**config.mk**
```make
export PLATFORM = sky130hd
export DESIGN_NAME = mfde_line_step
export DESIGN_NICKNAME = d
export VERILOG_FILES = /design/src/mfde_pkg.sv /design/src/mfde_line_step.sv
export SDC_FILE = /design/constraint.sdc
export NUM_CORES = 1
export LEC_CHECK = 0
export BUFFER_PORTS_ARGS = -buffer_cell sky130_fd_sc_hd__buf_2
export CAP_MARGIN = 20
export CELL_PAD_IN_SITES_DETAIL_PLACEMENT = 0
export CELL_PAD_IN_SITES_GLOBAL_PLACEMENT = 1
export CORE_AREA = 2 2 207 209
export DETAILED_ROUTE_END_ITERATION = 8
export DIE_AREA = 0 0 209 211
export PLACE_DENSITY_LB_ADDON = 0.3
export SETUP_SLACK_MARGIN = 0.5
export SLEW_MARGIN = 20
export SYNTH_ARGS = -nofsm -noshare
export SYNTH_HDL_FRONTEND = slang
export SYNTH_SLANG_ARGS = --single-unit
```
**constraint.sdc**
```tcl
create_clock -name clock -period 9.1 [get_ports clock]
set_input_delay 2.73 -clock clock [delete_from_list [all_inputs] [get_ports clock]]
set_output_delay 2.73 -clock clock [all_outputs]
set_load 0.02 [all_outputs]
```
**src/mfde_pkg.sv**
```systemverilog
// Shared types and constants for the monochrome frame-store draw engine.
// No dependencies; every other file in src imports this package.
package mfde_pkg;

   localparam int FB_WIDTH_DEF  = 128;
   localparam int FB_HEIGHT_DEF = 256;
   localparam int FB_BYTES_DEF  = (FB_WIDTH_DEF * FB_HEIGHT_DEF + 7) / 8;

   localparam int COORD_W    = 16;
   localparam int CMD_W      = 3;
   localparam int ERR_W      = COORD_W + 4;
   localparam int REQ_DATA_W = 104;
   localparam int RSP_DATA_W = 8;

   localparam logic [7:0] WHITE_BYTE = 8'hFF;
   localparam logic [7:0] TOP_BIT    = 8'h80;

   localparam logic [CMD_W-1:0] CMD_CLEAR = 3'd0;
   localparam logic [CMD_W-1:0] CMD_SET   = 3'd1;
   localparam logic [CMD_W-1:0] CMD_GET   = 3'd2;
   localparam logic [CMD_W-1:0] CMD_LINE  = 3'd3;
   localparam logic [CMD_W-1:0] CMD_RECT  = 3'd4;
   localparam logic [CMD_W-1:0] CMD_FILL  = 3'd5;

   // Control from the sequencer to the line stepper.
   typedef struct packed {
      logic               load;
      logic               step;
      logic [COORD_W-1:0] x0;
      logic [COORD_W-1:0] y0;
      logic [COORD_W-1:0] x1;
      logic [COORD_W-1:0] y1;
   } line_ctl_type;

   // Current pixel of the line stepper and whether it is the end point.
   typedef struct packed {
      logic [COORD_W-1:0] x;
      logic [COORD_W-1:0] y;
      logic               last;
   } line_stat_type;

endpackage

```
**src/mfde_line_step.sv**
```systemverilog
// Bresenham line stepper: holds the current point and error term, one step per request.
// Depends on mfde_pkg for the control and status structs.
module mfde_line_step (
   input  logic                    clock,
   input  logic                    reset,
   input  mfde_pkg::line_ctl_type  ctl,
   output mfde_pkg::line_stat_type stat
);
   import mfde_pkg::*;

   logic [COORD_W-1:0] x_ff, x_in, y_ff, y_in;
   logic [COORD_W-1:0] x1_ff, x1_in, y1_ff, y1_in;
   logic [COORD_W-1:0] dx_ff, dx_in, dy_ff, dy_in;
   logic               xup_ff, xup_in, yup_ff, yup_in;
   logic signed [ERR_W-1:0] err_ff, err_in;
   logic signed [ERR_W-1:0] e2, pdx, pdy, ndy, sub_v, add_v;
   logic               go_x, go_y;

   always_comb begin
      x_in   = x_ff;
      y_in   = y_ff;
      x1_in  = x1_ff;
      y1_in  = y1_ff;
      dx_in  = dx_ff;
      dy_in  = dy_ff;
      xup_in = xup_ff;
      yup_in = yup_ff;
      err_in = err_ff;

      pdx   = $signed(ERR_W'(dx_ff));
      pdy   = $signed(ERR_W'(dy_ff));
      ndy   = -pdy;
      e2    = err_ff <<< 1;
      go_x  = e2 > ndy;
      go_y  = e2 < pdx;
      sub_v = go_x ? pdy : $signed(ERR_W'(0));
      add_v = go_y ? pdx : $signed(ERR_W'(0));

      if (ctl.load) begin
         x_in   = ctl.x0;
         y_in   = ctl.y0;
         x1_in  = ctl.x1;
         y1_in  = ctl.y1;
         dx_in  = (ctl.x1 > ctl.x0) ? ctl.x1 - ctl.x0 : ctl.x0 - ctl.x1;
         dy_in  = (ctl.y1 > ctl.y0) ? ctl.y1 - ctl.y0 : ctl.y0 - ctl.y1;
         xup_in = ctl.x0 < ctl.x1;
         yup_in = ctl.y0 < ctl.y1;
         err_in = $signed(ERR_W'(dx_in)) - $signed(ERR_W'(dy_in));
      end else if (ctl.step) begin
         if (go_x) begin
            x_in = xup_ff ? x_ff + COORD_W'(1) : x_ff - COORD_W'(1);
         end
         if (go_y) begin
            y_in = yup_ff ? y_ff + COORD_W'(1) : y_ff - COORD_W'(1);
         end
         err_in = err_ff - sub_v + add_v;
      end
   end

   always_ff @(posedge clock) begin
      x_ff   <= x_in;
      y_ff   <= y_in;
      x1_ff  <= x1_in;
      y1_ff  <= y1_in;
      dx_ff  <= dx_in;
      dy_ff  <= dy_in;
      xup_ff <= xup_in;
      yup_ff <= yup_in;
      err_ff <= err_in;
   end

   assign stat.x    = x_ff;
   assign stat.y    = y_ff;
   assign stat.last = (x_ff == x1_ff) && (y_ff == y1_ff);

   // The sequencer must never step past the end point of a line.
   a_no_step_past_end: assert property (@(posedge clock) disable iff (reset)
      ctl.step |-> !stat.last)
      else $error("line stepper advanced past its end point");

endmodule

```
# After elaboration in Yosys (flattened, before gate mapping)
# Index checks and enable logic that the tools add are counted.
[totals]
regBits = 118
latchBits = 0
mem_bits_rw = 0
rom_bits = 0
inputBits = 68
out_inout_bits = 33
word_cells = 49
n_memories = 0
[classes]
addsub = 12
mul = 0
n_div = 0
n_lt_le_gt_ge = 6
eq_ne = 2
shifts = 0
mux = 14
bitwise_logic = 0
n_reduce_logical = 6
[op_table]
columns = ["op", "n"]
rows = [
  ["2-to-1 mux 16 bit", 12],
  ["subtractor 16 bit", 4],
  ["2-to-1 mux 20 bit", 2],
  ["adder 16 x 1 -> 16 bit, second input constant", 2],
  ["== test 16 bit", 2],
  ["greater-than comparator 16 bit", 2],
  ["less-than comparator 16 bit", 2],
  ["subtractor 16 x 1 -> 16 bit, second input constant", 2],
  ["adder 20 x 17 -> 20 bit", 1],
  ["greater-than comparator 20 bit", 1],
  ["less-than comparator 20 x 17 -> 1 bit", 1],
  ["negator 16 -> 20 bit", 1],
  ["subtractor 20 x 17 -> 20 bit", 1],
  ["subtractor 16 x 16 -> 17 bit", 1],
  ["nonzero test 2 bit", 3],
  ["AND reduction 2 bit", 2],
  ["logical AND 1 bit", 1],
]

# Logic depth before layout (Yosys ltp)
# Gate-level depths: netlist (run 1).
[logic_depth]
depth_word = 7
mapped_depth = 27
depth_no_buf = 26

# Worst setup path after synthesis (run 1)
# No wires, ideal clock.
[synth_timing]
kind = "input to register"
start = "in ctl[16] in the netlist's numbering"
end = "reg err_ff[17] (data pin)"
setup_time_ns = 0.257
t_arrival_ns = 6.495
required_time_ns = 8.843
path_slack_ns = 2.348
path_stages = 20
path_buffers = 2
cell_sequence = "inv_1 ha_1 fa_1 nor2b_1 o21ai_2 a21oi_1 o21a_1 o21a_1 buf_6 buf_2 mux2_2 fa_1 nor2b_1 o21ai_0 a21boi_0 o2111ai_1 a31o_2 a21oi_1 and2_1 nand2_1"
[synth_via]
elab_chain_cells = 4
elab_cells_between_ends = 6
cone_classes = "3 x add/sub; 1 x order compare; 2 x mux"
[synth_lines]
columns = ["item", "line_no", "source"]
rows = [
  ["start: declaration", "mfde_line_step.sv:6", "input mfde_pkg::line_ctl_type ctl,"],
  ["subtractor 16 bit or greater-than comparator 16 bit (tied branches)", "mfde_line_step.sv:44", "dx_in = (ctl.x1 > ctl.x0) ? ctl.x1 - ctl.x0 : ctl.x0 - ctl.x1;"],
  ["2-to-1 mux 16 bit *", "mfde_line_step.sv:44", ""],
  ["subtractor 16 x 16 -> 17 bit *", "mfde_line_step.sv:48", "err_in = $signed(ERR_W'(dx_in)) - $signed(ERR_W'(dy_in));"],
  ["2-to-1 mux 20 bit *", "mfde_line_step.sv:39", "if (ctl.load) begin"],
  ["named net err_in[17]", "mfde_line_step.sv:15", "logic signed [ERR_W-1:0] err_ff, err_in;"],
  ["end signal: assignment", "mfde_line_step.sv:69", "err_ff <= err_in;"],
  ["end: declaration", "mfde_line_step.sv:15", ""],
]
# The timed path passes the listed nets; every way through them passes the cells marked *.
# A chain may end at the register's enable or synchronous reset.

# Worst setup path after layout (run 1)
[layout_timing]
start = "in ctl[0] in the netlist's numbering"
end = "reg err_ff[15] (data pin)"
[layout_via]
elab_chain_cells = 4
elab_cells_between_ends = 6
cone_classes = "3 x add/sub; 1 x order compare; 2 x mux"
[layout_lines]
columns = ["item", "line_no", "source"]
rows = [
  ["subtractor 16 bit or greater-than comparator 16 bit (tied branches)", "mfde_line_step.sv:45", "dy_in = (ctl.y1 > ctl.y0) ? ctl.y1 - ctl.y0 : ctl.y0 - ctl.y1;"],
  ["2-to-1 mux 16 bit *", "mfde_line_step.sv:45", ""],
  ["subtractor 16 x 16 -> 17 bit *", "mfde_line_step.sv:48", ""],
  ["2-to-1 mux 20 bit *", "mfde_line_step.sv:39", ""],
  ["named net err_in[15]", "mfde_line_step.sv:15", ""],
]
# Marks and branches as above.

==> results of run 1 <==
==> metrics by stage <==
step,power [mW],hold WS [ps],cell area (um2)
2_1_floorplan,3.35,719,12400
4_1_cts,4.99,752,14100
3_3_place_gp,4.20,739,13400
6_report,4.95,751,14100
3_5_place_dp,4.21,741,13400
5_1_grt,5.41,806,14100
==> cells by family after synthesis <==
family,after synthesis,share of synthesized area (%)
adder cells (fa/ha/maj),185,20.1
flip-flops,117,28.4
AO/OA/AOI/OAI,361,19.4
buffers and inverters,199,6.39
multiplexers,28,2.38
AND/OR/NAND/NOR,369,14.2
XOR/XNOR,129,9.12
==> per-layer routing <==
layer,track usage (%),vias to the layer above,part of all wire [%]
li1,-,5127,-
met1,21.6,4823,48
met2,27.9,155,47
met3,1.78,33,2.4
met4,5.94,0,2.3
met5,0,-,0
==> cells in the mapped netlist, types with 15 or more instances <==
| master | number | share of area, % |
|---|---|---|
| nor3_1 | 36 | 1.5 |
| nand2_1 | 100 | 3.0 |
| nand4_1 | 17 | 0.86 |
| o21a_1 | 21 | 1.3 |
| inv_1 | 161 | 4.9 |
| fa_1 | 23 | 3.7 |
| clkbuf_1 | 15 | 0.45 |
| mux2i_1 | 19 | 1.5 |
| nor2_1 | 106 | 3.2 |
| xor2_1 | 79 | 5.6 |
| o21ai_0 | 83 | 3.4 |
| ha_1 | 162 | 16 |
| nand3_1 | 21 | 0.85 |
| a21o_1 | 54 | 3.3 |
| nor2b_1 | 16 | 0.81 |
| edfxtp_1 | 117 | 28 |
| a21oi_1 | 91 | 3.7 |
| xnor2_1 | 50 | 3.5 |
| buf_2 | 17 | 0.69 |
==> critical path: stages <==
cell and delay [ps]:
buf_2 120, inv_1 50, ha_1 220, fa_1 400, nor2b_1 120, o21ai_0 110, a21oi_1 320, o211ai_2 190
a31oi_4 690, a211oi_1 120, a21oi_1 180, xor2_1 250, inv_1 70, ha_1 210, or3_1 450, nand3b_1 260
a31oi_1 300, o21ai_0 180, o41ai_1 380, xor2_1 260, mux2i_1 100
==> state kept, by name, indices dropped and copies added (netlist names) <==
signal	cells
y_ff	16
err_ff	19
y1_ff	16
x_ff	16
xup_ff	1
dy_ff	16
x1_ff	16
yup_ff	1
dx_ff	16
==> how the worst max path moves through the flow <==
stage,slack [ps],to,start
6_report,1570,err_ff[15],ctl[0]
5_1_grt,1230,err_ff[15],ctl[0]
4_1_cts,1590,err_ff[15],ctl[0]
3_5_place_dp,1160,err_ff[15],ctl[0]
3_3_place_gp,1180,err_ff[15],ctl[0]
2_1_floorplan,2350,err_ff[17],ctl[16]
==> report_power, final <==
| group | total [mW] | internal [mW] | switching (mW) |
|---|---|---|---|
| Clock | 0.733 | 0.480 | 0.253 |
| Sequential | 1.01 | 0.847 | 0.165 |
| Combinational | 3.20 | 1.32 | 1.88 |
==> final cells by class <==
cell class	count	area, um2	share of cell area [%]
multi-input cells	1072	8080	57.5
clock inverters	12	184	1.31
inverters	161	604	4.30
well taps	539	674	4.79
flip-flops and latches	117	3510	25.0
repair buffers	108	573	4.07
clock buffers	20	437	3.10
==> metrics, run 1 <==
status finished, final reports clean; CTS max path bufs 2; Tot GR Track Use 16.4%; Relative slew margins 46.1%; cts hold-fix bufs 0; DR vias/cell 5.00; fmax 0.133 GHz; syn avg cell area 8.92 um2; Hold Crit Start y_ff[0]; CP endpoint kind flip-flop; CTS H-Tree Depth 4; Reg2Reg Depth 26; Post CTS Setup Buffer Count 0; Hold Path Class flip-flop to flip-flop; Port-buffer cells 99; Seq/Total Area, Yosys 28.4%; fin crit period 7530 ps; EDFF count, synth 117; Unique masters post-synth 73; clock root cell clkbuf_16; share of cells above drive strength 1 10.7%; die area 0.0441 mm2; prevailing post-synth register cell edfxtp_1; total gr overflow 0; worst IR drop on VDD 155 uV; Worst Setup Start Kind input pin; pin count of the biggest net entering global routing 73; Crit Path Class input pin to flip-flop; CP Max Fanout 24; Skew-Pair Late Insertion Delay 450 ps; initial DRC count 553; Leak Pwr 6.48 nW; Reg2Reg Launch Point dy_ff[3]; unrepaired setup endpoints after global routing false; # Max-Cap Violations 0; setup ws final 1570 ps; area grow syn2layout 13.6%; Slew Viols, Final 0; syn nets 1641; Power Density 352 mW/mm2; drt pass-1 iters 5; initial antenna violation count 0; Clock transition at path regs 60 ps; setup TNS 0 ps; worst path arrival time 7710 ps; final setup violating endpoints 0; worst hold path cell count 1; DRC 0; Tcrit/Tclk final 82.8%; Worst-Margin Slew 805 ps; #FFs+latches synth 117; Core Area 0.0418 mm2; first-pass GRT wire length 55900 um; row count 75; Final Skew 11.2 ps; Die W 209 um; synthesized area 0.0124 mm2; fillers 4324; Die Y 211 um; cts repair resizes 0; commonest non-fill, non-tap cell in the layout ha_1; CTS Buf Count 17; commonest non-fill, non-tap cells in the layout ha_1, inv_1, edfxtp_1, nor2_1, nand2_1; Synth async-reset ratio 0%; post-DP HPWL 29000 um; antenna cells 0; Ys Warns 0; clock sink count 117; r2r endpoint err_ff[14]; Final Net Count 1730; via count 10100; final cell count without fillers 2029; Place WS 1160 ps; Routed WL per cell 17.5 um; WHS Endpoint y_ff[0]; Syn Inst Count 1388; Starting Density 29.7%; Critical Path RT 9280 ps; io pins 101; Inst Count DP 1996; GPL Wtd Cong 0.867; vias in the first global route 10100; antenna viol nets, final 0; fin util 33.7%; Final Hold Viols 0; CTS tree built; final wirelength 35500 um; Worst R2R Setup Slack 1950 ps
Power figures use the tool's default switching activity.
==> run 2, diff against run 1 <==
Clock period 9.1 ns to 7.75 ns, I/O delays scaled along.
==> run 2 against run 1 <==
Clock power up 3.1%. Critical path depth unchanged. Combinational power rose by 18%. Sequential cell count stayed put. Via count fell by 0.33%.
==> metrics, run 2 (same netlist as run 1, synthesis figures left out) <==
status finished, final reports clean; Routed WL per cell 17.6 um (+0.57%); vias in the first global route 9975 (-1.2%); Final Hold Viols 0 (unchanged); Final Skew 8.82 ps (-2.40 ps); Die Y 211 um (unchanged); fmax 0.148 GHz; Final Instance Area 0.0141 mm2 (about the same); CP Max Fanout 12 (-50%); Reg2Reg Depth 26 (unchanged); final setup violating endpoints 0 (unchanged); Hold Path Class flip-flop to flip-flop; final wirelength 35900 um (+1.2%); final cell count without fillers 2041 (+0.59%); Inst Count DP 2004 (+0.40%); CTS tree built; worst IR drop on VDD 184 uV (+19%); total gr overflow 0 (unchanged); Worst Setup Start Kind input pin; Tcrit/Tclk final 87.5%; Relative slew margins 31.2% (-15 points); DR vias/cell 4.95 (-0.91%); io pins 101 (unchanged); drt pass-1 iters 5 (unchanged); Slew Viols, Final 0 (unchanged); die area 0.0441 mm2 (unchanged); worst path arrival time 6950 ps (-760 ps); via count 10100 (-0.33%); initial DRC count 576 (+4.2%); Skew-Pair Late Insertion Delay 430 ps (-20 ps); Power Density 406 mW/mm2 (+15%); worst hold path cell count 1 (unchanged); Tot GR Track Use 16.4% (+0.031 points); CTS max path bufs 2 (unchanged); area grow syn2layout 13.7% (about the same); Leak Pwr 6.48 nW (about the same); share of cells above drive strength 1 11.8% (+1.1 points); Core Area 0.0418 mm2 (unchanged); Crit Path Class input pin to flip-flop; GPL Wtd Cong 0.888 (+2.4%); cts hold-fix bufs 0 (unchanged); WHS 756 ps (+4.48 ps); Critical Path RT 7920 ps (-1360 ps); Port-buffer cells 99 (unchanged); Worst-Margin Slew 1030 ps (+224 ps); row count 75 (unchanged); Die W 209 um (unchanged); clock root cell clkbuf_16; setup TNS 0 ps (unchanged); DP Area 0.0135 mm2 (+0.45%); CP endpoint kind flip-flop; first-pass GRT wire length 55900 um (-0.15%); # Max-Cap Violations 0 (unchanged); Final Net Count 1739 (+0.52%); Worst R2R Setup Slack 1000 ps (-950 ps); commonest non-fill, non-tap cells in the layout ha_1, inv_1, edfxtp_1, nor2_1, nand2_1; pin count of the biggest net entering global routing 58 (-21%); setup ws final 973 ps (-594 ps); Reg2Reg Launch Point dy_ff[5]; unrepaired setup endpoints after global routing false; commonest non-fill, non-tap cell in the layout ha_1; Hold Crit Start y_ff[0]; fin crit period 6780 ps; post-DP HPWL 29300 um (+1.0%); CTS Buf Count 17 (unchanged); antenna viol nets, final 0 (unchanged); WHS Endpoint y_ff[0]; initial antenna violation count 3 (+3); clock sink count 117 (unchanged); CTS H-Tree Depth 4 (unchanged); Starting Density 29.7% (unchanged); Reg with most FFs err_ff; Clock transition at path regs 60 ps (about the same); r2r endpoint err_ff[14]; Place WS 312 ps (-847 ps); DRC 0 (unchanged); number of flip-flops in the largest register 19 (unchanged)
==> run 2: cell types whose count changed in the layout (fill, tap and decap cells not counted), moves of 2 or more <==
| cell | before | now |
|---|---|---|
| diode_2 | 0 | 3 |
| buf_4 | 9 | 19 |
| bufinv_16 | 5 | 1 |
| clkinv_2 | 2 | 4 |
| clkbuf_1 | 3 | 1 |
| clkinv_1 | 4 | 2 |
| clkinvlp_4 | 0 | 5 |
==> run 2: routing by layer <==
layer	GRT usage (%)	vias up	routed length [um]
met4	6.11	0	916
met5	0	-	0
li1	-	5137	-
met3	1.99	43	918
met1	21.9	4760	17300
met2	27.3	165	16800
==> run 2: critical path, stage by stage <==
cell and delay (ps):
buf_2 120, inv_1 50, ha_1 220, fa_1 400, nor2b_1 120, o21ai_0 110
a21oi_1 290, o211ai_2 190, a31oi_4 440, buf_4 240, mux2_2 350, xnor2_1 270
inv_1 80, ha_1 330, a21o_1 170, a21o_1 190, a31oi_1 260, o21ai_0 190
o41ai_2 270, xor2_1 240, mux2i_1 100
==> run 2: area by class of cell <==
| type | instances | area, um2 |
|---|---|---|
| well taps | 539 | 674 |
| clock inverters | 14 | 113 |
| multi-input cells | 1072 | 8110 |
| repair buffers | 117 | 633 |
| fillers | 4340 | 27700 |
| diodes | 3 | 7.51 |
| inverters | 161 | 604 |
| clock buffers | 18 | 429 |
| flip-flops and latches | 117 | 3510 |
==> run 2: worst max-delay path by stage <==
| stage | slack (ps) | cells past startpoint | from | end |
|---|---|---|---|---|
| global placement | 360 | 19 | ctl[23] | err_ff[15] |
| global route | 530 | 26 | dy_ff[5] | err_ff[14] |
| finish | 970 | 21 | ctl[0] | err_ff[15] |
| detailed placement | 310 | 21 | ctl[16] | err_ff[15] |
| floorplan | 1400 | 20 | ctl[16] | err_ff[17] |
| CTS | 710 | 25 | dy_ff[5] | err_ff[14] |
==> run 2: report_power, final <==
part           leakage [nW]  switching (mW)  internal (mW)
clock network         0.253           0.320          0.436
registers              1.16           0.200          0.994
logic                  5.06            2.20           1.57
total                  6.48            2.72           3.00
==> run 2: metrics by stage <==
stage | total power, mW | util (%)
final | 5.72 | 33.7
after global placement | 4.92 | 32.3
after floorplan | 3.94 | -
after detailed placement | 4.94 | 32.3
after CTS | 5.74 | 33.6
after global routing | 6.27 | 33.7
==> run 2: what timing repair did <==
| action | in CTS | in global routing |
|---|---|---|
| buffers inserted | 0 | 2 |
| pin swaps | 0 | 1 |
| endpoints found under the hold margin | 0 | 0 |
| endpoints found under the setup margin | 1 | 5 |
| resized for setup | 1 | 3 |
==> run 3, diff against run 2 <==
Settings changed: CORE_AREA 2 2 207 209 to 2 2 164 166, DIE_AREA 0 0 209 211 to 0 0 166 168.
==> run 3 against run 2 <==
Final area down 1.9%. Count of clock-buffer cells in the layout stayed put. Final cell count decreased by 10%. Clock skew increased by 3.6 ps. Die area is 37% lower. First-iteration DRC count rose by 1.9%. Largest cell class unchanged. Largest power group unchanged.
==> metrics, run 3 (same netlist as run 1, synthesis figures left out) <==
Tcrit/Tclk final 88.4% (+0.91 points); DR vias/cell 5.59 (+13%); drt pass-1 iters 5 (unchanged); Core Area 0.0264 mm2 (-37%); Relative slew margins 35.7% (+4.5 points); setup TNS 0 ps (unchanged); CP endpoint kind flip-flop; via count 10300 (+1.5%); commonest non-fill, non-tap cells in the layout ha_1, inv_1, edfxtp_1, nor2_1, nand2_1; Critical Path RT 7920 ps (about the same); cts repair resizes 0 (-1); Final Hold Viols 0 (unchanged); CP Max Fanout 13 (+1); initial DRC count 587 (+1.9%); Power Density 416 mW/mm2 (+2.4%); share of cells above drive strength 1 11.3% (-0.48 points); Clock transition at path regs 60 ps (about the same); total gr overflow 0 (unchanged); fmax 0.146 GHz (-1.0%); worst IR drop on VDD 254 uV (+38%); die area 0.0279 mm2 (-37%); antenna viol nets, final 0 (unchanged); vias in the first global route 9947 (-0.28%); final setup violating endpoints 0 (unchanged); Starting Density 47.0% (+17 points); Port-buffer cells 99 (unchanged); row count 60 (-20%); Worst-Margin Slew 961 ps (-67.4 ps); number of flip-flops in the largest register 19 (unchanged); Routed WL per cell 17.9 um (+1.7%); clock root cell clkbuf_16; CTS H-Tree Depth 4 (unchanged); CTS tree built; antenna cells 0 (-3); GR Layer Usage met3 2.00% (+0.0059 points); first-pass GRT wire length 52200 um (-6.5%); Final Skew 12.4 ps (+3.60 ps); Final Net Count 1733 (-0.35%); fin crit period 6850 ps (+70.8 ps); initial antenna violation count 0 (-3); Crit Path Class input pin to flip-flop; met1 Resource Use GR 33.9% (+12 points); Leak Pwr 6.47 nW (-0.16%); post-DP HPWL 26300 um (-10%); met2 usage 37.8% (+10 points); cts hold-fix bufs 0 (unchanged); status finished, final reports clean; Tot GR Track Use 23.6% (+7.2 points); Skew-Pair Late Insertion Delay 420 ps (about the same); CTS Buf Count 17 (unchanged); clock sink count 117 (unchanged); Die Y 168 um (-20%); CTS max path bufs 2 (unchanged); Hold Path Class flip-flop to flip-flop; commonest non-fill, non-tap cell in the layout ha_1; total power 5.74 mW (+0.48%); gr busiest metal met2; Slew Viols, Final 0 (unchanged); Worst Setup Start Kind input pin; DRC 0 (unchanged); worst path arrival time 7020 ps (+70 ps); unrepaired setup endpoints after global routing false; final wirelength 32800 um (-8.7%); Reg with most FFs err_ff; Die W 166 um (-21%); area grow syn2layout 11.6%; pin count of the biggest net entering global routing 63 (+8.6%); io pins 101 (unchanged); fillers 2494 (-43%); GPL Wtd Cong 0.873 (-1.7%); Post CTS Setup Buffer Count 0 (unchanged); # Max-Cap Violations 0 (unchanged)
## run 3: changes by cell type in the layout (fill, tap and decap cells not counted), sizes merged
cell	previous run	this run
buf	117	111
diode	3	0
bufinv	1	3
clkinv	7	6
clkinvlp	5	4
inv	162	161
## run 3: layer usage
metal	wire length, um	share of wire, %
met2	14600	45
met4	816	2.5
met3	1430	4.4
met5	0	0
met1	16000	49
## run 3: cell type report
cell class                 instances  area (um2)  area share, %
multi-input combinational       1072        8100           58.6
sequential                       117        3510           25.4
inverter                         161         604           4.37
timing repair buffer             111         588           4.26
clock buffer                      18         429           3.11
tap                              341         427           3.09
clock inverter                    13         160           1.16
## run 3: where the power goes
group / internal, mW / switching, mW / leakage (nW)
Combinational: 1.56 / 2.18 / 5.03
Clock: 0.503 / 0.315 / 0.275
Sequential: 0.994 / 0.193 / 1.16
Total: 3.05 / 2.69 / 6.47
## run 3: path summary, 6_finish.rpt
kind	from	slack, ps	endpoint	cells after the start
min	y_ff[0]	770	y_ff[0]	1
max reg2reg	dy_ff[3]	1090	err_ff[14]	25
min reg2reg	y_ff[0]	770	y_ff[0]	1
max	ctl[16]	900	err_ff[15]	21
## run 3: worst max-delay path: stages
cell	delay [ps]
buf_2	100
inv_1	40
ha_1	230
fa_1	390
nor2b_1	150
o21ai_2	80
a21oi_1	210
o21a_1	160
o21a_1	330
buf_4	290
mux2i_1	300
o31ai_1	120
xnor2_1	400
ha_1	360
a21o_1	170
a21o_1	200
a31oi_1	250
o21ai_0	190
o41ai_1	370
xor2_1	230
mux2i_1	100
## run 3: per-stage QoR
| stage | std cells | util, % | setup WS (ps) | area (um2) | hold WS [ps] |
|---|---|---|---|---|---|
| floorplan | 1388 | - | 1400 | 12400 | 719 |
| global placement | 1802 | 50.2 | 551 | 13200 | 740 |
| detailed placement | 1802 | 50.2 | 495 | 13200 | 751 |
| CTS | 1833 | 52.4 | 779 | 13800 | 761 |
| global route | 1833 | 52.4 | 561 | 13800 | 832 |
| finish | 1833 | 52.4 | 902 | 13800 | 774 |
